==> src/hdl/cpb_pkg.sv <==
package cpb_pkg;

  localparam logic [7:0] AlphaFull  = 8'hFF;
  localparam logic [7:0] AlphaNone  = 8'h00;
  localparam logic [7:0] RoundBias  = 8'd127;
  localparam int unsigned NumChan   = 3;
  localparam int unsigned CfgIdxW   = 2;

  typedef enum logic [CfgIdxW-1:0] {
    REG_RED   = 2'd0,
    REG_GREEN = 2'd1,
    REG_BLUE  = 2'd2,
    REG_ALPHA = 2'd3
  } cpb_reg_e;

  // What the final stage does with the pixel.
  typedef enum logic [1:0] {
    KIND_KEEP,
    KIND_OPAQUE_GLYPH,
    KIND_OPAQUE_FILL,
    KIND_BLEND
  } cpb_kind_e;

  typedef struct packed {
    logic [7:0] r;
    logic [7:0] g;
    logic [7:0] b;
  } cpb_rgb_t;

  // Item between the alpha unit and the mixing unit.
  typedef struct packed {
    logic        op;
    logic [7:0]  ca;
    logic [7:0]  alpha;
    cpb_kind_e   kind;
    logic [31:0] dest;
  } cpb_mid_t;

  // Exact floor(x / 255) for x below 65280, by the reciprocal trick.
  function automatic logic [7:0] div255(input logic [15:0] x);
    logic [16:0] t;
    t = {1'b0, x} + {9'd0, x[15:8]} + 17'd1;
    return t[15:8];
  endfunction

endpackage

==> src/hdl/cpb_if.sv <==
interface cpb_req_if;
  logic        valid;
  logic        ready;
  logic        opcode;
  logic [7:0]  coverage;
  logic [31:0] dest_pixel;

  modport source (output valid, output opcode, output coverage, output dest_pixel,
                  input ready);
  modport sink (input valid, input opcode, input coverage, input dest_pixel,
                output ready);
endinterface

interface cpb_res_if;
  logic        valid;
  logic        ready;
  logic [31:0] pixel_out;
  logic        write_enable;

  modport source (output valid, output pixel_out, output write_enable, input ready);
  modport sink (input valid, input pixel_out, input write_enable, output ready);
endinterface

==> src/hdl/colour_over_pixel_blend.sv <==
// Blends the configured drawing colour over one RGBA pixel per request (byte 0 red,
// byte 3 alpha). Glyph requests (opcode 0) scale the colour alpha by the coverage byte
// and round; fill requests (opcode 1) use the colour alpha and truncate. Every request
// gives exactly one result with the new pixel and a write enable, which is low when the
// pixel stays as it was. The block takes one request per clock unless the result
// channel holds it back, and has four register stages: alpha product, effective
// alpha, per-channel weighted sums, and the final divide by 255 into the output
// register. Back-pressure on the result channel holds each full stage, while empty
// stages still fill. Write the colour registers only while no request is in flight.
module colour_over_pixel_blend
  import cpb_pkg::*;
(
  input  logic               clk_i,
  input  logic               rst_ni,
  input  logic               cfg_we_i,
  input  logic [CfgIdxW-1:0] cfg_idx_i,
  input  logic [7:0]         cfg_data_i,
  cpb_req_if.sink            req_i,
  cpb_res_if.source          res_o
);

  // Drawing colour registers.
  cpb_rgb_t   rgb_q;
  logic [7:0] ca_q;

  always_ff @(posedge clk_i or negedge rst_ni) begin
    if (!rst_ni) begin
      rgb_q <= '0;
      ca_q  <= '0;
    end else if (cfg_we_i) begin
      unique case (cpb_reg_e'(cfg_idx_i))
        REG_RED:   rgb_q.r <= cfg_data_i;
        REG_GREEN: rgb_q.g <= cfg_data_i;
        REG_BLUE:  rgb_q.b <= cfg_data_i;
        REG_ALPHA: ca_q    <= cfg_data_i;
        default:   ca_q    <= ca_q;
      endcase
    end
  end

  logic     mid_valid;
  logic     mid_ready;
  cpb_mid_t mid;

  // The first two stages work out the effective alpha and what kind of write follows.
  cpb_alpha u_alpha (
    .clk_i       (clk_i),
    .rst_ni      (rst_ni),
    .ca_i        (ca_q),
    .req_i       (req_i),
    .mid_valid_o (mid_valid),
    .mid_ready_i (mid_ready),
    .mid_o       (mid)
  );

  // The last two stages mix each channel and hold the result until it is taken.
  cpb_mix u_mix (
    .clk_i       (clk_i),
    .rst_ni      (rst_ni),
    .rgb_i       (rgb_q),
    .mid_valid_i (mid_valid),
    .mid_ready_o (mid_ready),
    .mid_i       (mid),
    .res_o       (res_o)
  );

`ifndef SYNTH
  // With the output register empty, no stage can be holding the pipe back.
  a_ready_when_out_empty: assert property (@(posedge clk_i) disable iff (!rst_ni)
    !res_o.valid |-> req_i.ready)
    else $error("request refused while the output register is empty");

  // A glyph with a translucent colour can never reach full effective alpha.
  a_glyph_alpha_bound: assert property (@(posedge clk_i) disable iff (!rst_ni)
    mid_valid && !mid.op && mid.ca != AlphaFull |-> mid.alpha != AlphaFull)
    else $error("glyph effective alpha reached full with a translucent colour");

  // Fill requests never take the glyph opaque path, which replaces byte 3.
  a_fill_keeps_alpha_byte: assert property (@(posedge clk_i) disable iff (!rst_ni)
    mid_valid && mid.op |-> mid.kind != KIND_OPAQUE_GLYPH)
    else $error("fill request routed to the glyph opaque write");
`endif

endmodule

==> src/hdl/cpb_alpha.sv <==
module cpb_alpha
  import cpb_pkg::*;
(
  input  logic       clk_i,
  input  logic       rst_ni,
  input  logic [7:0] ca_i,
  cpb_req_if.sink    req_i,
  output logic       mid_valid_o,
  input  logic       mid_ready_i,
  output cpb_mid_t   mid_o
);

  typedef struct packed {
    logic        op;
    logic [7:0]  cov;
    logic [7:0]  ca;
    logic [15:0] prod;
    logic [31:0] dest;
  } s1_t;

  logic     s1_v_q;
  s1_t      s1_q, s1_d;
  logic     s2_v_q;
  cpb_mid_t s2_q, s2_d;
  logic     s1_rdy, s2_rdy;

  assign s2_rdy      = !s2_v_q || mid_ready_i;
  assign s1_rdy      = !s1_v_q || s2_rdy;
  assign req_i.ready = s1_rdy;

  // Stage 1: coverage times colour alpha, with the rounding bias.
  always_comb begin
    s1_d.op   = req_i.opcode;
    s1_d.cov  = req_i.coverage;
    s1_d.ca   = ca_i;
    s1_d.prod = {8'd0, ca_i} * {8'd0, req_i.coverage} + {8'd0, RoundBias};
    s1_d.dest = req_i.dest_pixel;
  end

  // Stage 2: effective alpha and the kind of write.
  always_comb begin
    s2_d.op   = s1_q.op;
    s2_d.ca   = s1_q.ca;
    s2_d.dest = s1_q.dest;
    if (s1_q.op) begin
      s2_d.alpha = s1_q.ca;
    end else if (s1_q.ca == AlphaFull) begin
      s2_d.alpha = s1_q.cov;
    end else begin
      s2_d.alpha = div255(s1_q.prod);
    end
    if (s2_d.alpha == AlphaNone) begin
      s2_d.kind = KIND_KEEP;
    end else if (s2_d.alpha == AlphaFull) begin
      s2_d.kind = s1_q.op ? KIND_OPAQUE_FILL : KIND_OPAQUE_GLYPH;
    end else begin
      s2_d.kind = KIND_BLEND;
    end
  end

  always_ff @(posedge clk_i or negedge rst_ni) begin
    if (!rst_ni) begin
      s1_v_q <= 1'b0;
      s2_v_q <= 1'b0;
    end else begin
      if (s1_rdy) s1_v_q <= req_i.valid;
      if (s2_rdy) s2_v_q <= s1_v_q;
    end
  end

  always_ff @(posedge clk_i) begin
    if (s1_rdy && req_i.valid) s1_q <= s1_d;
    if (s2_rdy && s1_v_q) s2_q <= s2_d;
  end

  assign mid_valid_o = s2_v_q;
  assign mid_o       = s2_q;

endmodule

==> src/hdl/cpb_mix.sv <==
module cpb_mix
  import cpb_pkg::*;
(
  input  logic     clk_i,
  input  logic     rst_ni,
  input  cpb_rgb_t rgb_i,
  input  logic     mid_valid_i,
  output logic     mid_ready_o,
  input  cpb_mid_t mid_i,
  cpb_res_if.source res_o
);

  typedef struct packed {
    cpb_kind_e   kind;
    logic [7:0]  ca;
    logic [31:0] dest;
    logic [NumChan-1:0][15:0] sum;
  } s3_t;

  logic        s3_v_q;
  s3_t         s3_q, s3_d;
  logic        s4_v_q;
  logic [31:0] pix_q, pix_d;
  logic        we_q, we_d;
  logic        s3_rdy, s4_rdy;
  logic [NumChan-1:0][7:0] col;
  logic [NumChan-1:0][7:0] quo;

  assign col    = {rgb_i.b, rgb_i.g, rgb_i.r};
  assign s4_rdy = !s4_v_q || res_o.ready;
  assign s3_rdy = !s3_v_q || s4_rdy;
  assign mid_ready_o = s3_rdy;

  // Stage 3: weighted sum of destination and colour for each channel.
  always_comb begin
    s3_d.kind = mid_i.kind;
    s3_d.ca   = mid_i.ca;
    s3_d.dest = mid_i.dest;
    for (int i = 0; i < NumChan; i++) begin
      s3_d.sum[i] = {8'd0, mid_i.dest[8*i +: 8]} * {8'd0, AlphaFull - mid_i.alpha}
                  + {8'd0, col[i]} * {8'd0, mid_i.alpha}
                  + (mid_i.op ? 16'd0 : {8'd0, RoundBias});
    end
  end

  // Stage 4: divide by 255 and assemble the pixel.
  always_comb begin
    for (int i = 0; i < NumChan; i++) begin
      quo[i] = div255(s3_q.sum[i]);
    end
    unique case (s3_q.kind)
      KIND_KEEP: begin
        pix_d = s3_q.dest;
        we_d  = 1'b0;
      end
      KIND_OPAQUE_GLYPH: begin
        pix_d = {s3_q.ca, col[2], col[1], col[0]};
        we_d  = 1'b1;
      end
      KIND_OPAQUE_FILL: begin
        pix_d = {s3_q.dest[31:24], col[2], col[1], col[0]};
        we_d  = 1'b1;
      end
      default: begin
        pix_d = {s3_q.dest[31:24], quo[2], quo[1], quo[0]};
        we_d  = 1'b1;
      end
    endcase
  end

  always_ff @(posedge clk_i or negedge rst_ni) begin
    if (!rst_ni) begin
      s3_v_q <= 1'b0;
      s4_v_q <= 1'b0;
    end else begin
      if (s3_rdy) s3_v_q <= mid_valid_i;
      if (s4_rdy) s4_v_q <= s3_v_q;
    end
  end

  always_ff @(posedge clk_i) begin
    if (s3_rdy && mid_valid_i) s3_q <= s3_d;
    if (s4_rdy && s3_v_q) begin
      pix_q <= pix_d;
      we_q  <= we_d;
    end
  end

  assign res_o.valid        = s4_v_q;
  assign res_o.pixel_out    = pix_q;
  assign res_o.write_enable = we_q;

endmodule
==> src/flat_wrapper.sv <==
// flat-port wrapper written by rule: the top's interface ports become plain ports
module colour_over_pixel_blend_flat import cpb_pkg::*;
  (clk_i, rst_ni, cfg_we_i, cfg_idx_i, cfg_data_i, req_i_valid, req_i_opcode, req_i_coverage, req_i_dest_pixel, req_i_ready, res_o_valid, res_o_pixel_out, res_o_write_enable, res_o_ready);
  cpb_req_if req_i_i ();
  cpb_res_if res_o_i ();
  input  logic clk_i;
  input  logic rst_ni;
  input  logic cfg_we_i;
  input  logic [CfgIdxW-1:0] cfg_idx_i;
  input  logic [7:0] cfg_data_i;
  input wire logic [$bits(req_i_i.valid)-1:0] req_i_valid;
  input wire logic [$bits(req_i_i.opcode)-1:0] req_i_opcode;
  input wire logic [$bits(req_i_i.coverage)-1:0] req_i_coverage;
  input wire logic [$bits(req_i_i.dest_pixel)-1:0] req_i_dest_pixel;
  output wire logic [$bits(req_i_i.ready)-1:0] req_i_ready;
  output wire logic [$bits(res_o_i.valid)-1:0] res_o_valid;
  output wire logic [$bits(res_o_i.pixel_out)-1:0] res_o_pixel_out;
  output wire logic [$bits(res_o_i.write_enable)-1:0] res_o_write_enable;
  input wire logic [$bits(res_o_i.ready)-1:0] res_o_ready;
  assign req_i_i.valid = req_i_valid;
  assign req_i_i.opcode = req_i_opcode;
  assign req_i_i.coverage = req_i_coverage;
  assign req_i_i.dest_pixel = req_i_dest_pixel;
  assign req_i_ready = req_i_i.ready;
  assign res_o_valid = res_o_i.valid;
  assign res_o_pixel_out = res_o_i.pixel_out;
  assign res_o_write_enable = res_o_i.write_enable;
  assign res_o_i.ready = res_o_ready;
  colour_over_pixel_blend u_core (.clk_i(clk_i), .rst_ni(rst_ni), .cfg_we_i(cfg_we_i), .cfg_idx_i(cfg_idx_i), .cfg_data_i(cfg_data_i), .req_i(req_i_i), .res_o(res_o_i));
endmodule
==> config.mk <==
export PLATFORM = sky130hd
export DESIGN_NAME = colour_over_pixel_blend_flat
export DESIGN_NICKNAME = d
export VERILOG_FILES = /design/src/hdl/cpb_pkg.sv /design/src/hdl/cpb_if.sv /design/src/hdl/colour_over_pixel_blend.sv /design/src/hdl/cpb_alpha.sv /design/src/hdl/cpb_mix.sv /design/src/flat_wrapper.sv
export SDC_FILE = /design/constraint.sdc
export NUM_CORES = 1
export LEC_CHECK = 0
export BUFFER_PORTS_ARGS = -buffer_cell sky130_fd_sc_hd__buf_2
export CAP_MARGIN = 20
export CORE_ASPECT_RATIO = 2
export CORE_UTILIZATION = 55
export CTS_CLUSTER_SIZE = 12
export DETAILED_ROUTE_END_ITERATION = 8
export PLACE_DENSITY = 0.72
export SYNTH_ARGS = -nofsm -noshare
export SYNTH_HDL_FRONTEND = slang
export SYNTH_SLANG_ARGS = --single-unit
==> constraint.sdc <==
create_clock -name clk_i -period 8.15 [get_ports clk_i]
set_clock_uncertainty 0.1 [all_clocks]
set_input_delay 2.445 -clock clk_i [delete_from_list [all_inputs] [get_ports clk_i]]
set_output_delay 2.445 -clock clk_i [all_outputs]
set_load 0.01 [all_outputs]
# Yosys cells after proc, flatten, opt, wreduce, memory -nomap -nowiden
# Index checks and enable logic that the tools add are counted.
# W data, S select, Z words.
# op_classes
reduce_logical	19
n_mul	7
n_mux	7
n_eq_ne	7
n_addsub	16
# ops
operator	n
$mul A8 B8 Y16	7
$pmux W32 S3	1
$add A16 B16 Y16	5
$add A16 B1 Y16 const B	4
$add A16 B8 Y16	4
$add A16 B7 Y16	1
$add A16 B7 Y16 const B	1
$eq A8 B8 Y1 const B	2
$mux W8	2
$logic_not A8 Y1	1
$reduce_and A2 Y1	4
$sub A8 B8 Y8 const A	1
$mux W7	1
$eq A2 B2 Y1 const B	3
$eq A2 B1 Y1 const B	2
$logic_and A1 B1 Y1	4
$logic_not A1 Y1	4
$logic_not A2 Y1	2
$logic_or A1 B1 Y1	4
$mux W2	2
$mux W1	1
# word_totals
ff_bits	275
word_cells	82
output_inout_bits	35
in_bits	56

# Depth between registers and ports, before layout
# Gate-level depths: netlist (run 1).
# logic_depth
word_depth	6
mapped_depth	23
depth_no_buf	21

# By module
# Synthesis (run 1) repeated with hierarchy kept, for this count alone.
# hier_totals
cells_unflattened	2406
area_unflattened_um2	26609.3
# by_module_without_submodules
module	cells_per_inst	n_inst	area_each_um2	seq_area_each_um2
cpb_mix	1876	1	19068.3	3743.6
cpb_alpha	462	1	6328.6	3533.4
colour_over_pixel_blend	68	1	1212.4	800.8

# Worst setup path before layout (run 1)
# Ideal clock, no wire load.
# synth_timing
kind	input -> register
from	input req_i_coverage[2]
to	register u_core.u_alpha.s1_q[46] (netlist name) (data pin)
path_buffers	1
setup_time_ns	0.266
required_ns	7.784
arrival_time_ns	6.207
path_slack_ns	1.577
path_stages	18
cell_sequence	clkbuf_1 -> nand2_1 -> fa_1 -> inv_1 -> ha_1 -> fa_1 -> inv_1 -> fa_1 -> inv_1 -> ha_1 -> a21o_1 -> a21oi_1 -> o21bai_1 -> a21o_1 -> a21oi_1 -> o21ai_0 -> o41ai_1 -> xnor2_1
# synth_rtl
element	line_no	rtl
start: declaration	flat_wrapper.sv:13	input wire logic [$bits(req_i_i.coverage)-1:0] req_i_coverage;
end signal: assignment	cpb_alpha.sv:72	if (s1_rdy && req_i.valid) s1_q <= s1_d;
end: declaration	cpb_alpha.sv:22	s1_t s1_q, s1_d;

==> results of run 1 <==
## metal layers
| metal | global-route usage, % | share of wire, % | vias to the layer above |
|---|---|---|---|
| met1 | 26.8 | 34 | 8650 |
| met5 | 0 | 0.044 | - |
| li1 | - | - | 7655 |
| met3 | 2.90 | 4.2 | 190 |
| met4 | 15.1 | 6.3 | 4 |
| met2 | 48.6 | 55 | 485 |
## placed cells by master (no fill, tap or decap), types with 5 or more instances in the layout
master	instances
edfxtp_1	239
nor3b_1	7
nand2b_1	91
nor2_1	42
nand4_1	7
xnor2_1	58
nand2_1	133
inv_1	484
nand3_1	21
mux2_2	40
a21oi_1	35
clkbuf_1	10
nor3_1	22
o22ai_1	7
ha_1	260
and2_1	164
a31oi_1	8
buf_4	14
buf_2	91
fa_1	351
o21a_1	12
nor2b_1	115
nand3b_1	5
a211oi_1	9
xor2_1	27
clkbuf_16	29
dfrtp_1	36
clkinv_2	6
a22oi_1	13
and3_1	6
o21ai_0	28
a21o_1	14
## how the worst max path moves through the flow
stage / cells after the start / slack, ns / start / end
global route: 18 / 1.44 / u_core.u_alpha.mid_o[39] / u_core.u_mix.s3_q[31]
floorplan: 18 / 1.58 / req_i_coverage[2] / u_core.u_alpha.s1_q[46]
global placement: 18 / 1.31 / req_i_coverage[0] / u_core.u_alpha.s1_q[46]
CTS: 18 / 1.66 / u_core.u_alpha.mid_o[39] / u_core.u_mix.s3_q[31]
finish: 18 / 1.68 / u_core.u_alpha.mid_o[39] / u_core.u_mix.s3_q[31]
detailed placement: 18 / 1.21 / req_i_coverage[0] / u_core.u_alpha.s1_q[46]
## cells by family (layout without fill, tap and decap cells)
logic type / count (synthesis) / count (layout) / share of synthesized area [%]
compound gates: 168 / 168 / 4.41
fa+ha+maj: 611 / 611 / 38.9
xor+xnor: 85 / 85 / 2.82
mux: 42 / 42 / 1.78
buf+inv: 563 / 642 / 8.01
flops: 275 / 275 / 30.6
simple gates: 638 / 638 / 13.5
## state kept, by name (all words and copies together) (netlist names)
name,cells
u_core.ca_q,8
u_core.rgb_q,24
u_core.u_alpha.mid_o,51
u_core.u_alpha.mid_valid_o,1
u_core.u_alpha.s1_q,65
u_core.u_alpha.s1_v_q,1
u_core.u_mix.res_o.pixel_out,32
u_core.u_mix.res_o.valid,1
u_core.u_mix.res_o.write_enable,1
u_core.u_mix.s3_q,90
u_core.u_mix.s3_v_q,1
## critical path: cells and delay by family (launching register included)
kind | cells | cell delay (ns)
fa+ha+maj | 7 | 3.17
compound gates | 4 | 0.93
flops | 1 | 0.73
buf+inv | 4 | 0.61
simple gates | 2 | 0.60
xor+xnor | 1 | 0.08
## cell type report
class                      count  area [µm²]
sequential                   275        8080
fill                        4004       19100
tap                          632         791
timing repair buffer         106         581
multi-input combinational   1544       16200
inverter                     485        1820
clock inverter                10         118
clock buffer                  41         791
## per-stage QoR
step,setup slack [ns],cell area (µm²),utilization (%)
after floorplan,1.58,26400,-
after global placement,1.31,27500,57.9
after detailed placement,1.21,27500,57.9
after CTS,1.66,28400,59.8
after global routing,1.44,28400,59.8
final,1.68,28400,59.8
==> results.cfg, run 1 <==
[clock_network]
clk_root_buffer_cell = clkbuf_16
clk_pin_slew_worst_paths_ns = 0.07
cts_inserted_buffers = 29
cts.repair_timing.setup_buffer_count = 0
cts.hold.buffers_added = 0
insertion_delay_ns = 0.59
post_cts_resized = 0
clkSinkCount = 275
htree_levels = 1
cts_tree = done
clock_tree.buffer_depth = 3

[global_routing]
overflow = 0
first_global_vias = 19000
first_pass_grt_wire_length_um = 95800
initial_antenna_violation_count = 3
grt_start_max_net_pins = 67
grtUsageTotal_pct = 25.7

[critical_path]
cpMaxStageDelayCell = edfxtp_1
worst-path-max-fanout = 34
r2r_end = u_core.u_mix.s3_q[31]
worst_r2r_path_depth = 18
crit-reg2reg-launch = u_core.u_alpha.mid_o[39]
ff2ff_setup_slack_ns = 1.68
crit_path_frequent_cell = fa_1
cp.required_ns = 8.38
arrival_time_at_the_worst_endpoint_ns = 6.70
critical_path.startpoint_type = flop
critical_path.max_stage_delay_ns = 0.73
worstSetupEndpointType = flop
path_cells = buf_4, nand2_1, fa_1, fa_1, inv_1, fa_1, fa_1, fa_1, inv_1, fa_1, inv_1, ha_1, a2111oi_4, o31ai_1, or4_1, a31o_1, a21oi_2, xnor2_1
worst-setup-path-type = flop to flop

[placement]
placed_cells_incl_taps = 3041
place.port_buffers = 90
place_hpwl_um = 46100
place_congestion = 0.880

[detailed_routing]
detailedRoute.firstIterationViolations = 849
vias_per_cell = 5.49
route.detailed.drc = 0
totalWireLength_um = 59000
drtAntennaViolNets = 0
vias = 17000
detail_route.first_pass.iterations = 5
post_drt_wl_per_cell_um = 19.1

[final_layout]
final_non_filler_cell_total = 3093
antenna_cells = 0
synthesis_to_finish_area_growth_pct = 7.56
num-nets-final = 3108
layout-drive-gt1-share_pct = 8.49

[worst_hold_path]
worst_hold_path_type = flop to flop
min-delay-start = u_core.u_alpha.mid_o[42]
worst_hold_path.num_cells = 0
min_to = u_core.u_mix.s3_q[80]

[floorplan]
fp.coreArea_mm2 = 0.0475
floorplan.die.width_um = 157
floorplan.initialDensity_pct = 55.6
floorplan.rows = 113
top_level_ports = 91
floorplan.die_area_mm2 = 0.0490
vertical_extent_of_the_die_um = 312

[timing]
max_freq_mhz = 154
tightest_slew_ns = 1.02
layout_min_cycle_time_ns = 6.47
fin_tns_setup_ns = 0
timing.final.setup_violations = 0
min_period_over_period_pct = 79.4
unrepaired_setup_endpoints_after_global_routing = false
hold_violation_total_from_the_final_report = 0
timing.max_slew.rel_slack_pct = 31.6
final-max-slew-violation-count = 0
hold-worst-slack_ns = 0.310

[synthesis]
postSynthAreaPerCell_um2 = 11.1
ys_ff_latch = 275
proportion_of_synthesized_chip_area_in_sequential_cells_pct = 30.6
post_synth_top_area_cell = edfxtp_1
synth-edff-count = 239
post-synth-top-count-cell = inv_1
yosys_warnings = 0
yosysUniqueCellTypes = 67
mapped_area_mm2 = 0.0264
synthesized_net_count = 3049
syn-instance-count = 2382
postSynth.asyncResetShare_pct = 13.1
synth_top_cells_by_count = inv_1 (484), fa_1 (351), ha_1 (260), edfxtp_1 (239), and2_1 (167)
synth_top_cells_by_area = edfxtp_1 (27%), fa_1 (27%), ha_1 (12%), inv_1 (6.9%), and2_1 (4.0%)
synth_top_cell_area_share_pct = 27.2
dominantRegCellSynth = edfxtp_1

[outcome]
outcome = finished clean

[job]
maxCapViolations = 0
Power of run 1 is left out: the tool's default activity adds up to more than one toggle a clock period on the data nets, which glitch-free logic cannot reach.
==> run 2: changes to the inputs <==
- PLACE_DENSITY: 0.72 -> 0.75
- clock period: 8.15 -> 5.9 ns (I/O delays scaled with it)
==> run 2 against run 1 <==
Net effect: global-route usage grew 0.80 points; first-iteration DRC count fell by 9.3%; flip-flop and latch count unchanged; highest routed layer is now met4; count of clock-buffer cells in the layout grew 6; die area unchanged; critical path depth is 1 higher; routed wire length rose by 8.7%.
==> results.cfg, run 2 (synthesis results as in run 1) <==
[outcome]
outcome = finished clean

[job]
maxCapViolations = 0

[floorplan]
floorplan.rows = 113
floorplan.die_area_mm2 = 0.0490
floorplan.initialDensity_pct = 55.6
vertical_extent_of_the_die_um = 312
fp.coreArea_mm2 = 0.0475
floorplan.die.width_um = 157
top_level_ports = 91

[final_layout]
layout-drive-gt1-share_pct = 14.5
layout.cells.most_common = inv_1
layout_common_cells = inv_1 (477), fa_1 (345), ha_1 (248), edfxtp_1 (239), and2_1 (160)
sequential_cell_area_mm2 = 0.00808
multi_input_area_mm2 = 0.0165
final_non_filler_cell_total = 3206
layout.filler_cells = 3687
max_flop_register = u_core.u_mix.s3_q
postLayoutCellArea_mm2 = 0.0299
flip_flop_count_of_the_largest_register_all_copies_and_words_added = 90
antenna_cells = 0
num-nets-final = 3218
synthesis_to_finish_area_growth_pct = 13.1

[timing]
tightest_slew_ns = 1.02
hold_violation_total_from_the_final_report = 0
min_period_over_period_pct = 99.2
timing.final.setup_violations = 0
timing.max_slew.rel_slack_pct = 31.8
final-max-slew-violation-count = 0
layout_min_cycle_time_ns = 5.86
unrepaired_setup_endpoints_after_global_routing = true
max_freq_mhz = 171

[placement]
detailed_place.area_mm2 = 0.0281
place_congestion = 0.926
place_hpwl_um = 48800
placed_cells_incl_taps = 3107
place.port_buffers = 90

[clock_network]
clkSinkCount = 275
cts_inserted_buffers = 29
cts_tree = done
cts.hold.buffers_added = 0
clk_pin_slew_worst_paths_ns = 0.06
clock_tree.buffer_depth = 3
htree_levels = 1
insertion_delay_ns = 0.61
clk_root_buffer_cell = clkbuf_16

[global_routing]
grtUsageTotal_pct = 26.5
first_pass_grt_wire_length_um = 98000
first_global_vias = 19400
grt_start_max_net_pins = 66
initial_antenna_violation_count = 0
overflow = 0

[critical_path]
worst-setup-path-type = flop to flop
worst-path-max-fanout = 6
arrival_time_at_the_worst_endpoint_ns = 6.10
worstSetupEndpointType = flop
critical_path.startpoint_type = flop
cp.required_ns = 6.15

[detailed_routing]
route.detailed.drc = 0
totalWireLength_um = 64100
drtAntennaViolNets = 0
vias = 17700
vias_per_cell = 5.52
post_drt_wl_per_cell_um = 20.0
detail_route.first_pass.iterations = 5
detailedRoute.firstIterationViolations = 770

[worst_hold_path]
worst_hold_path_type = flop to flop
[run 2: area by class of cell]
cell class / instances / area share (%)
multi-input cells: 1544 / 55.4
clock inverters: 7 / 0.352
well taps: 632 / 2.65
clock buffers: 47 / 2.83
repair buffers: 216 / 5.69
flip-flops and latches: 275 / 27.0
inverters: 485 / 6.09
[run 2: routing by layer]
metal / vias up / wire length (µm) / track usage, %
met5: - / 0 / 0
met4: 0 / 4520 / 15.7
met3: 240 / 2820 / 2.66
met2: 589 / 35800 / 50.7
met1: 8973 / 21000 / 27.2
li1: 7901 / - / -
[run 2: final timing paths]
kind | startpoint | endpoint | slack (ns) | depth (start not counted)
hold reg to reg | u_core.u_alpha.s1_q[14] | u_core.u_alpha.mid_o[14] | 0.31 | 0
setup reg to reg | u_core.u_alpha.mid_o[39] | u_core.u_mix.s3_q[31] | 0.04 | 19
hold / removal | u_core.u_alpha.s1_q[14] | u_core.u_alpha.mid_o[14] | 0.31 | 0
setup / recovery | u_core.u_alpha.mid_o[39] | u_core.u_mix.s3_q[31] | 0.04 | 19
max in group asynchronous | rst_ni | u_core.rgb_q[11] | 3.85 | 1
min in group asynchronous | rst_ni | u_core.ca_q[0] | 1.19 | 1
[run 2: repair_timing]
action	CTS	global route
pin swaps	1	51
gates resized for setup	5	75
cloned	1	5
setup buffers	3	36
setup endpoints to repair	4	8
[run 2: worst max-delay path, stage by stage, from the launching register on]
cell and delay [ns]:
edfxtp_1 0.41, buf_6 0.16, buf_6 0.12, and2_4 0.13
fa_1 0.50, fa_1 0.51, fa_1 0.58, fa_1 0.45
fa_1 0.53, inv_2 0.04, fa_1 0.51, inv_2 0.05
ha_4 0.21, and2_4 0.13, o21ai_2 0.15, o31ai_2 0.10
or4_1 0.51, a31o_1 0.21, a21oi_2 0.12, xnor2_1 0.07
[run 2: per-stage QoR]
stage	util (%)	setup TNS, ns	hold WS [ns]	worst slack, ns
after global routing	62.9	-0.380	0.317	-0.114
after global placement	59.2	-0.297	0.301	-0.132
after floorplan	-	0	0.300	0.00166
final	62.9	0	0.314	0.0444
after CTS	61.4	-0.00148	0.314	-0.00148
after detailed placement	59.2	-0.778	0.305	-0.238
Power of run 2 is left out for the same reason.
